[config.mk]
export PLATFORM = sky130hd
export DESIGN_NAME = masked_mean_variance_core_flat
export DESIGN_NICKNAME = d
export VERILOG_FILES = /design/src/hdl/mmv_pkg.sv /design/src/hdl/mmv_if.sv /design/src/hdl/mmv_ctrl.sv /design/src/hdl/mmv_datapath.sv /design/src/hdl/masked_mean_variance_core.sv /design/src/flat_wrapper.sv
export SDC_FILE = /design/constraint.sdc
export NUM_CORES = 2
export LEC_CHECK = 0
export ABC_AREA = 1
export BUFFER_PORTS_ARGS = -buffer_cell sky130_fd_sc_hd__buf_4
export CORE_MARGIN = 2
export CORE_UTILIZATION = 55
export DETAILED_ROUTE_END_ITERATION = 10
export PLACE_DENSITY = 0.68
export SLEW_MARGIN = 20
export SYNTH_ARGS = -nofsm -noshare
export SYNTH_HDL_FRONTEND = slang
export SYNTH_HIERARCHICAL = 1
export SYNTH_SLANG_ARGS = --single-unit
[constraint.sdc]
create_clock -name i_clk -period 12 [get_ports i_clk]
set_input_delay 1.8 -clock i_clk [delete_from_list [all_inputs] [get_ports i_clk]]
set_output_delay 1.8 -clock i_clk [all_outputs]
set_load 0.1 [all_outputs]
[src/hdl/mmv_pkg.sv]
`timescale 1ns / 1ps
`default_nettype none

package mmv_pkg;

    // configuration of the statistics engine
    localparam int MAX_PIXELS_LOG2 = 20;
    localparam int PIXEL_WIDTH     = 16;

    // fixed field widths of the channels
    localparam int PIX_IN_W  = 16;
    localparam int MEAN_W    = 16;
    localparam int VAR_W     = 31;
    localparam int COUNT_W   = 21;

    // internal widths
    localparam int CNT_W  = MAX_PIXELS_LOG2 + 1;
    localparam int SUM_W  = PIXEL_WIDTH + MAX_PIXELS_LOG2;
    localparam int MAG_W  = PIXEL_WIDTH;
    localparam int SQ_W   = 2 * PIXEL_WIDTH;
    localparam int SSQ_W  = 2 * PIXEL_WIDTH + MAX_PIXELS_LOG2;
    localparam int ACC_W  = CNT_W + SSQ_W;
    localparam int QUO_W  = 2 * PIXEL_WIDTH - 1;
    localparam int NN_W   = 2 * CNT_W;

    localparam int MAX_ITER = (SUM_W > QUO_W) ? SUM_W : QUO_W;
    localparam int ITER_W   = $clog2(MAX_ITER);

    localparam logic [ITER_W-1:0] LAST_STEP_NQ  = ITER_W'(CNT_W - 1);
    localparam logic [ITER_W-1:0] LAST_STEP_SS  = ITER_W'(SUM_W - 1);
    localparam logic [ITER_W-1:0] LAST_STEP_DIV = ITER_W'(QUO_W - 1);

    typedef struct packed {
        logic accept;
        logic load;
        logic step_a;
        logic setup_b;
        logic step_b;
        logic setup_c;
        logic step_c;
        logic capture;
    } t_mmv_cmd;

    typedef struct packed {
        logic count_zero;
    } t_mmv_status;

endpackage

`default_nettype wire

[src/hdl/mmv_if.sv]
`timescale 1ns / 1ps
`default_nettype none

interface mmv_in_if
    import mmv_pkg::*;
();
    logic                       valid;
    logic                       ready;
    logic signed [PIX_IN_W-1:0] pixel;
    logic                       in_mask;
    logic                       frame_last;

    modport source (output valid, output pixel, output in_mask, output frame_last,
                    input ready);
    modport sink   (input valid, input pixel, input in_mask, input frame_last,
                    output ready);
endinterface

interface mmv_out_if
    import mmv_pkg::*;
();
    logic                     valid;
    logic                     ready;
    logic signed [MEAN_W-1:0] mean;
    logic [VAR_W-1:0]         variance;
    logic [COUNT_W-1:0]       selected_count;
    logic                     empty_frame;

    modport source (output valid, output mean, output variance, output selected_count,
                    output empty_frame, input ready);
    modport sink   (input valid, input mean, input variance, input selected_count,
                    input empty_frame, output ready);
endinterface

`default_nettype wire

[src/hdl/mmv_ctrl.sv]
`timescale 1ns / 1ps
`default_nettype none

module mmv_ctrl
    import mmv_pkg::*;
(
    input  wire logic        i_clk,
    input  wire logic        i_rst_n,
    input  wire logic        i_in_valid,
    input  wire logic        i_in_last,
    output logic             o_in_ready,
    input  wire logic        i_out_ready,
    output logic             o_out_valid,
    input  wire t_mmv_status i_status,
    output t_mmv_cmd         o_cmd
);

    typedef enum logic [3:0] {
        S_IDLE,
        S_DRAIN_A,
        S_DRAIN_B,
        S_LOAD,
        S_MUL_NQ,
        S_SETUP_B,
        S_MUL_SS,
        S_SETUP_C,
        S_DIV,
        S_DONE
    } t_state;

    t_state              r_state;
    logic [ITER_W-1:0]   r_cnt;
    logic                r_out_valid;

    assign o_in_ready  = (r_state == S_IDLE);
    assign o_out_valid = r_out_valid;

    always_comb begin
        o_cmd = '0;
        case (r_state)
            S_IDLE:    o_cmd.accept  = i_in_valid;
            S_LOAD:    o_cmd.load    = 1'b1;
            S_MUL_NQ:  o_cmd.step_a  = 1'b1;
            S_SETUP_B: o_cmd.setup_b = 1'b1;
            S_MUL_SS:  o_cmd.step_b  = 1'b1;
            S_SETUP_C: o_cmd.setup_c = 1'b1;
            S_DIV:     o_cmd.step_c  = 1'b1;
            S_DONE:    o_cmd.capture = !r_out_valid || i_out_ready;
            default:   o_cmd = '0;
        endcase
    end

    always_ff @(posedge i_clk) begin
        if (!i_rst_n) begin
            r_state     <= S_IDLE;
            r_cnt       <= '0;
            r_out_valid <= 1'b0;
        end else begin
            if (o_cmd.capture) begin
                r_out_valid <= 1'b1;
            end else if (i_out_ready) begin
                r_out_valid <= 1'b0;
            end
            case (r_state)
                S_IDLE: begin
                    if (i_in_valid && i_in_last) begin
                        r_state <= S_DRAIN_A;
                    end
                end
                // let the squaring pipeline settle into the sum of squares
                S_DRAIN_A: r_state <= S_DRAIN_B;
                S_DRAIN_B: r_state <= S_LOAD;
                S_LOAD: begin
                    if (i_status.count_zero) begin
                        r_state <= S_DONE;
                    end else begin
                        r_state <= S_MUL_NQ;
                        r_cnt   <= LAST_STEP_NQ;
                    end
                end
                S_MUL_NQ: begin
                    if (r_cnt == '0) begin
                        r_state <= S_SETUP_B;
                    end else begin
                        r_cnt <= r_cnt - 1'b1;
                    end
                end
                S_SETUP_B: begin
                    r_state <= S_MUL_SS;
                    r_cnt   <= LAST_STEP_SS;
                end
                S_MUL_SS: begin
                    if (r_cnt == '0) begin
                        r_state <= S_SETUP_C;
                    end else begin
                        r_cnt <= r_cnt - 1'b1;
                    end
                end
                S_SETUP_C: begin
                    r_state <= S_DIV;
                    r_cnt   <= LAST_STEP_DIV;
                end
                S_DIV: begin
                    if (r_cnt == '0) begin
                        r_state <= S_DONE;
                    end else begin
                        r_cnt <= r_cnt - 1'b1;
                    end
                end
                S_DONE: begin
                    if (o_cmd.capture) begin
                        r_state <= S_IDLE;
                    end
                end
                default: r_state <= S_IDLE;
            endcase
        end
    end

    // no new pixel while the last one drains through the squaring pipeline
    a_hold_after_last: assert property (@(posedge i_clk) disable iff (!i_rst_n)
        (i_in_valid && o_in_ready && i_in_last) |=>
            !o_in_ready ##1 !o_in_ready ##1 !o_in_ready)
        else $error("pixel taken while frame results pending");

    // a finished result waits while the previous one is still stalled
    a_done_waits: assert property (@(posedge i_clk) disable iff (!i_rst_n)
        (r_state == S_DONE && r_out_valid && !i_out_ready) |=> (r_state == S_DONE))
        else $error("result overwrote a stalled result");

endmodule

`default_nettype wire

[src/hdl/mmv_datapath.sv]
`timescale 1ns / 1ps
`default_nettype none

module mmv_datapath
    import mmv_pkg::*;
(
    input  wire logic                       i_clk,
    input  wire logic                       i_rst_n,
    input  wire t_mmv_cmd                   i_cmd,
    input  wire logic signed [PIX_IN_W-1:0] i_pixel,
    input  wire logic                       i_in_mask,
    output t_mmv_status                     o_status,
    output logic signed [MEAN_W-1:0]        o_mean,
    output logic [VAR_W-1:0]                o_variance,
    output logic [COUNT_W-1:0]              o_count,
    output logic                            o_empty
);

    // accumulators
    logic signed [SUM_W-1:0] r_sum;
    logic [CNT_W-1:0]        r_count;
    logic [SSQ_W-1:0]        r_ssq;

    // squaring pipeline
    logic                    r_p1_sel;
    logic [MAG_W-1:0]        r_p1_mag;
    logic                    r_p2_sel;
    logic [SQ_W-1:0]         r_p2_sq;

    // frame-end operands and iteration registers
    logic [CNT_W-1:0]        r_n;
    logic [SUM_W-1:0]        r_smag;
    logic                    r_sneg;
    logic                    r_empty;
    logic [SUM_W-1:0]        r_mplier;
    logic [ACC_W-1:0]        r_mcand;
    logic [ACC_W-1:0]        r_acc;
    logic [NN_W-1:0]         r_nn_mcand;
    logic [NN_W-1:0]         r_nn;
    logic [CNT_W-1:0]        r_mrem;
    logic [SUM_W-1:0]        r_mquo;
    logic [NN_W-1:0]         r_drem;
    logic [QUO_W-1:0]        r_dquo;

    // result register
    logic signed [MEAN_W-1:0] r_o_mean;
    logic [VAR_W-1:0]         r_o_var;
    logic [COUNT_W-1:0]       r_o_count;
    logic                     r_o_empty;

    logic signed [PIXEL_WIDTH-1:0] w_pix;
    logic [MAG_W-1:0]              w_mag;
    logic                          w_sel;
    logic [SQ_W-1:0]               w_sq;
    logic [SUM_W-1:0]              w_sum_mag;
    logic [CNT_W:0]                w_mtry;
    logic                          w_mfit;
    logic [NN_W:0]                 w_dtry;
    logic                          w_dfit;
    logic signed [SUM_W-1:0]       w_mean;

    assign w_pix     = PIXEL_WIDTH'(i_pixel);
    assign w_mag     = w_pix[PIXEL_WIDTH-1] ? MAG_W'(-w_pix) : MAG_W'(w_pix);
    // count saturates once it reaches the frame capacity
    assign w_sel     = i_cmd.accept && i_in_mask && !r_count[CNT_W-1];
    assign w_sq      = r_p1_mag * r_p1_mag;
    assign w_sum_mag = r_sum[SUM_W-1] ? SUM_W'(-r_sum) : SUM_W'(r_sum);

    // restoring division steps: mean magnitude and variance
    assign w_mtry = {r_mrem, r_mquo[SUM_W-1]};
    assign w_mfit = (w_mtry >= {1'b0, r_n});
    assign w_dtry = {r_drem, r_dquo[QUO_W-1]};
    assign w_dfit = (w_dtry >= {1'b0, r_nn});

    assign w_mean = r_sneg ? -$signed(r_mquo) : $signed(r_mquo);

    assign o_status.count_zero = (r_count == '0);

    always_ff @(posedge i_clk) begin
        if (!i_rst_n) begin
            r_sum    <= '0;
            r_count  <= '0;
            r_ssq    <= '0;
            r_p1_sel <= 1'b0;
            r_p2_sel <= 1'b0;
        end else begin
            r_p1_sel <= w_sel;
            r_p2_sel <= r_p1_sel;
            if (i_cmd.load) begin
                r_sum   <= '0;
                r_count <= '0;
                r_ssq   <= '0;
            end else begin
                if (w_sel) begin
                    r_sum   <= r_sum + SUM_W'(w_pix);
                    r_count <= r_count + 1'b1;
                end
                if (r_p2_sel) begin
                    r_ssq <= r_ssq + SSQ_W'(r_p2_sq);
                end
            end
        end
    end

    always_ff @(posedge i_clk) begin
        r_p1_mag <= w_mag;
        r_p2_sq  <= w_sq;

        if (i_cmd.load) begin
            r_n        <= r_count;
            r_smag     <= w_sum_mag;
            r_sneg     <= r_sum[SUM_W-1];
            r_empty    <= (r_count == '0);
            r_mplier   <= SUM_W'(r_count);
            r_mcand    <= ACC_W'(r_ssq);
            r_acc      <= '0;
            r_nn_mcand <= NN_W'(r_count);
            r_nn       <= '0;
            r_mrem     <= '0;
            r_mquo     <= w_sum_mag;
        end

        // n * sumsq and n * n, one multiplier bit a cycle
        if (i_cmd.step_a) begin
            if (r_mplier[0]) begin
                r_acc <= r_acc + r_mcand;
                r_nn  <= r_nn + r_nn_mcand;
            end
            r_mplier   <= r_mplier >> 1;
            r_mcand    <= r_mcand << 1;
            r_nn_mcand <= r_nn_mcand << 1;
        end

        if (i_cmd.setup_b) begin
            r_mplier <= r_smag;
            r_mcand  <= ACC_W'(r_smag);
        end

        // subtract sum^2 while the mean quotient is formed
        if (i_cmd.step_b) begin
            if (r_mplier[0]) begin
                r_acc <= r_acc - r_mcand;
            end
            r_mplier <= r_mplier >> 1;
            r_mcand  <= r_mcand << 1;
            r_mrem   <= w_mfit ? CNT_W'(w_mtry - {1'b0, r_n}) : CNT_W'(w_mtry);
            r_mquo   <= {r_mquo[SUM_W-2:0], w_mfit};
        end

        // quotient fits in QUO_W bits, so the upper part starts below n*n
        if (i_cmd.setup_c) begin
            r_drem <= r_acc[ACC_W-1:QUO_W];
            r_dquo <= r_acc[QUO_W-1:0];
        end

        if (i_cmd.step_c) begin
            r_drem <= w_dfit ? NN_W'(w_dtry - {1'b0, r_nn}) : NN_W'(w_dtry);
            r_dquo <= {r_dquo[QUO_W-2:0], w_dfit};
        end

        if (i_cmd.capture) begin
            r_o_mean  <= r_empty ? '0 : MEAN_W'(w_mean);
            r_o_var   <= r_empty ? '0 : VAR_W'(r_dquo);
            r_o_count <= COUNT_W'(r_n);
            r_o_empty <= r_empty;
        end
    end

    assign o_mean     = r_o_mean;
    assign o_variance = r_o_var;
    assign o_count    = r_o_count;
    assign o_empty    = r_o_empty;

    a_cleared_after_load: assert property (@(posedge i_clk) disable iff (!i_rst_n)
        i_cmd.load |=> (r_count == '0 && r_sum == '0 && r_ssq == '0))
        else $error("accumulators not cleared at frame end");

    a_mean_rem_bound: assert property (@(posedge i_clk) disable iff (!i_rst_n)
        i_cmd.step_b |-> (r_mrem < r_n))
        else $error("mean remainder out of range");

    a_var_rem_bound: assert property (@(posedge i_clk) disable iff (!i_rst_n)
        i_cmd.step_c |-> (r_drem < r_nn))
        else $error("variance remainder out of range");

endmodule

`default_nettype wire

[src/hdl/masked_mean_variance_core.sv]
// channel  dir  transfer when        payload
// i_in     in   valid && ready       pixel (s16 Q12.4), in_mask, frame_last
// o_out    out  valid && ready       mean (s16), variance (u31), selected_count (u21),
//                                    empty_frame
//
// one pixel per cycle inside a frame; pixels update sum and count at once and
// the square reaches the sum of squares through the r_p1_mag and r_p2_sq registers
// after the last pixel the pipeline drains and the bit-serial multiply and restoring
// divide in the datapath form n*sumsq - sum^2, the mean and then the variance
// an empty frame skips the arithmetic and goes from the load straight to the result register
// i_in is held off from the last pixel until the result is registered; a stalled
// result waits in the output register while the next frame streams in
// i_rst_n is synchronous, active low, and clears the accumulators and control
`timescale 1ns / 1ps
`default_nettype none

module masked_mean_variance_core
    import mmv_pkg::*;
(
    input  wire logic  i_clk,
    input  wire logic  i_rst_n,
    mmv_in_if.sink     i_in,
    mmv_out_if.source  o_out
);

    t_mmv_cmd    w_cmd;
    t_mmv_status w_status;

    mmv_ctrl u_ctrl (
        .i_clk       (i_clk),
        .i_rst_n     (i_rst_n),
        .i_in_valid  (i_in.valid),
        .i_in_last   (i_in.frame_last),
        .o_in_ready  (i_in.ready),
        .i_out_ready (o_out.ready),
        .o_out_valid (o_out.valid),
        .i_status    (w_status),
        .o_cmd       (w_cmd)
    );

    mmv_datapath u_datapath (
        .i_clk      (i_clk),
        .i_rst_n    (i_rst_n),
        .i_cmd      (w_cmd),
        .i_pixel    (i_in.pixel),
        .i_in_mask  (i_in.in_mask),
        .o_status   (w_status),
        .o_mean     (o_out.mean),
        .o_variance (o_out.variance),
        .o_count    (o_out.selected_count),
        .o_empty    (o_out.empty_frame)
    );

endmodule

`default_nettype wire
[src/flat_wrapper.sv]
// flat-port wrapper written by rule: the top's interface ports become plain ports
module masked_mean_variance_core_flat import mmv_pkg::*;
  (i_clk, i_rst_n, i_in_valid, i_in_pixel, i_in_in_mask, i_in_frame_last, i_in_ready, o_out_valid, o_out_mean, o_out_variance, o_out_selected_count, o_out_empty_frame, o_out_ready);
  mmv_in_if i_in_i ();
  mmv_out_if o_out_i ();
  input  wire logic i_clk;
  input  wire logic i_rst_n;
  input wire logic [$bits(i_in_i.valid)-1:0] i_in_valid;
  input wire logic [$bits(i_in_i.pixel)-1:0] i_in_pixel;
  input wire logic [$bits(i_in_i.in_mask)-1:0] i_in_in_mask;
  input wire logic [$bits(i_in_i.frame_last)-1:0] i_in_frame_last;
  output wire logic [$bits(i_in_i.ready)-1:0] i_in_ready;
  output wire logic [$bits(o_out_i.valid)-1:0] o_out_valid;
  output wire logic [$bits(o_out_i.mean)-1:0] o_out_mean;
  output wire logic [$bits(o_out_i.variance)-1:0] o_out_variance;
  output wire logic [$bits(o_out_i.selected_count)-1:0] o_out_selected_count;
  output wire logic [$bits(o_out_i.empty_frame)-1:0] o_out_empty_frame;
  input wire logic [$bits(o_out_i.ready)-1:0] o_out_ready;
  assign i_in_i.valid = i_in_valid;
  assign i_in_i.pixel = i_in_pixel;
  assign i_in_i.in_mask = i_in_in_mask;
  assign i_in_i.frame_last = i_in_frame_last;
  assign i_in_ready = i_in_i.ready;
  assign o_out_valid = o_out_i.valid;
  assign o_out_mean = o_out_i.mean;
  assign o_out_variance = o_out_i.variance;
  assign o_out_selected_count = o_out_i.selected_count;
  assign o_out_empty_frame = o_out_i.empty_frame;
  assign o_out_i.ready = o_out_ready;
  masked_mean_variance_core u_core (.i_clk(i_clk), .i_rst_n(i_rst_n), .i_in(i_in_i), .o_out(o_out_i));
endmodule
# Yosys cells after proc, flatten, opt, wreduce, memory -nomap -nowiden
# Cells that the tools add are included.
[op_classes]
add_sub_neg = 12
mul = 1
n_lt_le_gt_ge = 2
eq_ne = 16
n_mux = 51
bitwise = 1
n_reduce_logical = 20
[ops]
columns = ["operator", "count"]
rows = [
  ["$mux W73", 9],
  ["$mux W42", 8],
  ["$mux W36", 6],
  ["$add A73 B73 Y73", 1],
  ["$sub A73 B73 Y73", 1],
  ["$mux W21", 3],
  ["$mux W31", 2],
  ["$add A52 B32 Y52", 1],
  ["$ge A43 B42 Y1", 1],
  ["$add A42 B42 Y42", 1],
  ["$sub A42 B42 Y42", 1],
  ["$pmux W4 S10", 1],
  ["$add A36 B16 Y36", 1],
  ["$neg A36 Y36", 1],
  ["$mux W35", 1],
  ["$mul A16 B16 Y32", 1],
  ["$neg A16 Y16", 2],
  ["$mux W4", 6],
  ["$pmux W6 S4", 1],
  ["$ge A22 B21 Y1", 1],
  ["$add A21 B1 Y21 const B", 1],
  ["$logic_not A21 Y1", 1],
  ["$sub A21 B21 Y21", 1],
  ["$eq A4 B3 Y1 const B", 4],
  ["23 further kinds", 47],
]
[word_totals]
register_bits = 694
in_bits = 22
output_inout_bits = 71
elab_cells = 134

# Depth between registers and ports, before layout
[logic_depth]
ltp_word = 7
depth_mapped = 28
depth_no_buf = 26

# Modules after synthesis
# The synthesis kept the hierarchy.
[by_module_without_submodules]
columns = ["mod", "n_inst", "cells_per_inst", "area_each_um2", "seq_area_each_um2"]
rows = [
  ["mmv_datapath", 1, 8460, 58732.6, 17717.0],
  ["mmv_ctrl", 1, 131, 790.8, 220.2],
]

# Worst setup path before layout
# Ideal clock, no wire load.
[synth_timing]
path_kind = "reg-to-reg"
startpoint = "register u_core.u_datapath.r_p1_mag[4]"
endpoint = "register u_core.u_datapath.r_p2_sq[28]"
setup_ns = 0.127
arrival_ns = 5.622
t_required_ns = 11.873
setup_slack_ns = 6.252
stages_incl_launch_ff = 22
path_buffers = 2
synth_period_minus_slack_ns = 5.748
cell_sequence = "dfxtp_1 -> clkbuf_1 -> clkbuf_1 -> nand2_1 -> fa_1 -> inv_1 -> fa_1 -> fa_1 -> fa_1 -> fa_1 -> inv_1 -> fa_1 -> inv_1 -> ha_1 -> a21oi_1 -> o21a_1 -> inv_1 -> a21oi_1 -> nand3_1 -> a21boi_0 -> o21ai_0 -> xor2_1"
[synth_via]
elab_chain_cells = 1
[synth_rtl]
columns = ["element", "line_no", "text"]
rows = [
  ["start: declaration", "mmv_datapath.sv:26", "logic [MAG_W-1:0] r_p1_mag;"],
  ["start signal: assignment", "mmv_datapath.sv:106", "r_p1_mag <= w_mag;"],
  ["$mul A16 B16 Y32", "mmv_datapath.sv:66", "assign w_sq = r_p1_mag * r_p1_mag;"],
  ["named net u_core.u_datapath.w_sq[28]", "mmv_datapath.sv:54", "logic [SQ_W-1:0] w_sq;"],
  ["end signal: assignment", "mmv_datapath.sv:107", "r_p2_sq <= w_sq;"],
  ["end: declaration", "mmv_datapath.sv:28", "logic [SQ_W-1:0] r_p2_sq;"],
]
# The timed path passes the listed nets, and every way through them passes these cells.
# A chain may end at the register's enable or synchronous reset.

# Worst setup path after layout
# Same ends and word-level chain as after synthesis.

==> impl_metrics.ini <==
[logic_synthesis]
synthArstFlopShare_pct = 0
synthCells = 8591
synth_top_flop_cell = edfxtp_1
yosysWarnings = 6
syn_area_per_cell_um2 = 6.93
synth_edf_count = 406
synth-seq-area-share_pct = 30.1
synth_nets = 9205
ys_ff_latch = 693
netlist-cell-type-count = 66
syn-cell-area_um2 = 59500

[global_routing]
grt.total_usage_pct = 39.3
antenna_found_initial = 1
grt_max_degree = 74
grt-ovfl-total = 0
grt_pass1_wl_um = 334000
grt_pass1_vias = 55579

[sta]
slew_violations = 0
tightest_slew_ns = 1.10
relSlewSlack_pct = 26.4
hold_viol_final = 0
rsz0062_at_grt = no
fmax_ghz = 0.160
finalSetupTns_ns = 0
fin_crit_ns = 6.26
setup_viol = 0
fin_worst_skew_ns = 0.0408
fin_crit_sh_pct = 52.2

[layout]
layout-drive-gt1-share_pct = 4.07
final_cell_mix = nand2_1 (1855), inv_1 (1520), nor2_1 (993)
final_cells = 10034
mostFrequentLayoutCell = nand2_1
areaGrowthSynthToFinish_pct = 7.75
nets = 9175
num_antenna_cells = 0

[detailed_routing]
remaining_drc_errors = 0
num_vias = 59034
drtIter0Drc = 7058
drt_pre_antenna_iters = 7
wl_um = 224000
drt-vias-per-instance = 5.88
wl_per_cell_um = 22.3
ant_nets = 0

[status]
status = complete, no violations

[floorplanning]
coreArea_um2 = 107000
dieArea_um2 = 111000
initial_core_util_pct = 55.5
pin_count = 93
rows = 120
fp.dieW_um = 333
fp.dieH_um = 333

[power]
power_mw = 14.7
p_leak_nw = 30.2
p_per_area_nw_per_um2 = 230
peakVddDrop_mv = 0.460

[clocking]
cts_tree = done
cts_setup_buffers = 0
cts_resized = 0
htree_num_levels = 3
cts-root-buf = clkbuf_16
clk_path_buf_depth = 3
path_clk_slew_ns = 0.06
numCtsBuffers = 82
cts_num_sinks = 693
clk_latency_ns = 0.70
cts_hold_buf = 0

[setup_path]
timing.rr.end = u_core/u_datapath/r_p2_sq[28]
arrival_ns = 6.87
critPathCaptureType = flop
reg2reg_slack_ns = 5.74
crit_start = u_core/u_datapath/r_p1_mag[4]
cp-start-kind = flop
worstPathRequired_ns = 12.61
crit_fanout = 17
rr_worst_depth = 18
critical_path_class = reg -> reg
reg2reg_from = u_core/u_datapath/r_p1_mag[4]

[placed_design]
dpl.cell_count = 9880
place_hpwl_um = 178000
gp_congestion = 1.08
port_buffers = 92

[job]
maxCapViolCount = 0

[hold_path]
hold_class = reg -> reg
min_from = u_core/u_datapath/r_p1_sel
hold_end = u_core/u_datapath/r_p2_sel
holdPathStages = 2
-- critical path, cell delays in order, from the launching register on --
cell and delay [ns]:
dfxtp_1 0.89, nand2_1 0.26, fa_1 0.59, inv_1 0.05
fa_1 0.50, fa_1 0.52, fa_1 0.52, fa_1 0.55
inv_1 0.05, fa_1 0.52, inv_1 0.04, ha_1 0.34
nand2_1 0.13, nor4_1 0.43, nand3b_1 0.14, nand3_1 0.13
a21boi_0 0.15, o21ai_0 0.22, xor2_1 0.15
-- sequential cells by signal (all words and copies together), names as in the netlist, 4 cells and up --
register,cells
u_core/u_datapath/r_acc,73
u_core/u_datapath/r_mcand,73
u_core/u_datapath/r_ssq,52
u_core/u_datapath/r_drem,42
u_core/u_datapath/r_nn,42
u_core/u_datapath/r_nn_mcand,42
u_core/u_datapath/r_mplier,36
u_core/u_datapath/r_mquo,36
u_core/u_datapath/r_smag,36
u_core/u_datapath/r_sum,36
u_core/u_datapath/o_variance,31
u_core/u_datapath/r_dquo,31
u_core/u_datapath/r_p2_sq,31
u_core/u_datapath/o_count,21
u_core/u_datapath/r_count,21
u_core/u_datapath/r_mrem,21
u_core/u_datapath/r_n,21
u_core/u_datapath/o_mean,16
u_core/u_datapath/r_p1_mag,16
u_core/u_ctrl/r_cnt,6
u_core/u_ctrl/r_state,4
-- stage by stage --
step	area, µm²	hold slack, ns	setup WS [ns]	util [%]
floorplan	59500	0.329	6.25	-
global placement	61300	0.416	5.88	57.2
detailed placement	61300	0.419	5.82	57.2
CTS	64100	0.432	5.79	59.8
global route	64100	0.434	5.37	59.8
finish	64100	0.431	5.74	59.8
-- layout make-up --
class                   count  area [µm²]
fillers                 10358       43100
multi-input cells        6118       34900
flip-flops and latches    693       17900
inverters                1538        5770
clock buffers             105        2230
well taps                1403        1760
repair buffers            128         961
clock inverters            49         618
-- worst max path at each step --
stage / to / cells after the start
floorplan: u_core/u_datapath/r_p2_sq[28] / 21
global placement: u_core/u_datapath/r_p2_sq[28] / 22
detailed placement: u_core/u_datapath/r_p2_sq[28] / 18
CTS: u_core/u_datapath/r_p2_sq[28] / 18
global route: u_core/u_datapath/r_p2_sq[28] / 18
finish: u_core/u_datapath/r_p2_sq[28] / 18
-- metal layers --
metal,share of wire (%),global-route usage [%],vias to the layer above
met5,0.013,0,-
met1,40,51.9,27568
met3,10,7.50,595
met4,6.8,22.3,4
li1,-,-,27877
met2,43,60.5,2990
-- where the power goes --
| group | switching (mW) | total (mW) | leakage (nW) | internal, mW |
|---|---|---|---|---|
| Combinational | 5.81 | 8.78 | 22.8 | 2.96 |
| Clock | 1.13 | 2.66 | 1.39 | 1.53 |
| Sequential | 0.380 | 3.30 | 6.09 | 2.92 |
-- logic make-up (layout without fill, tap and decap cells) --
group / after synthesis / in the layout / share of synthesized area, %
AND/OR/NAND/NOR: 3550 / 3550 / 24.5
AO/OA/AOI/OAI: 1781 / 1781 / 16.5
buffers and inverters: 1780 / 1820 / 11.4
flip-flops: 693 / 693 / 30.1
adder cells (fa/ha/maj): 592 / 592 / 14.6
XOR/XNOR: 194 / 194 / 2.85
multiplexers: 1 / 1 / 0.0189
-- synthesized netlist by cell type, drive strengths merged (105+ instances only) --
| library cell | instances | share of area [%] |
|---|---|---|
| nand2 | 1868 | 12 |
| inv | 1534 | 9.7 |
| nor2 | 1014 | 6.5 |
| a21oi | 782 | 6.6 |
| o21ai | 669 | 5.7 |
| ha | 422 | 8.9 |
| edfxtp | 406 | 20 |
| nand3 | 372 | 3.2 |
| dfxtp | 287 | 9.7 |
| fa | 170 | 5.7 |
| clkbuf | 169 | 1.1 |
| xor2 | 142 | 2.1 |
| nor3 | 117 | 1.0 |
| nand4 | 105 | 1.1 |
(Power assumes the default switching activity.)
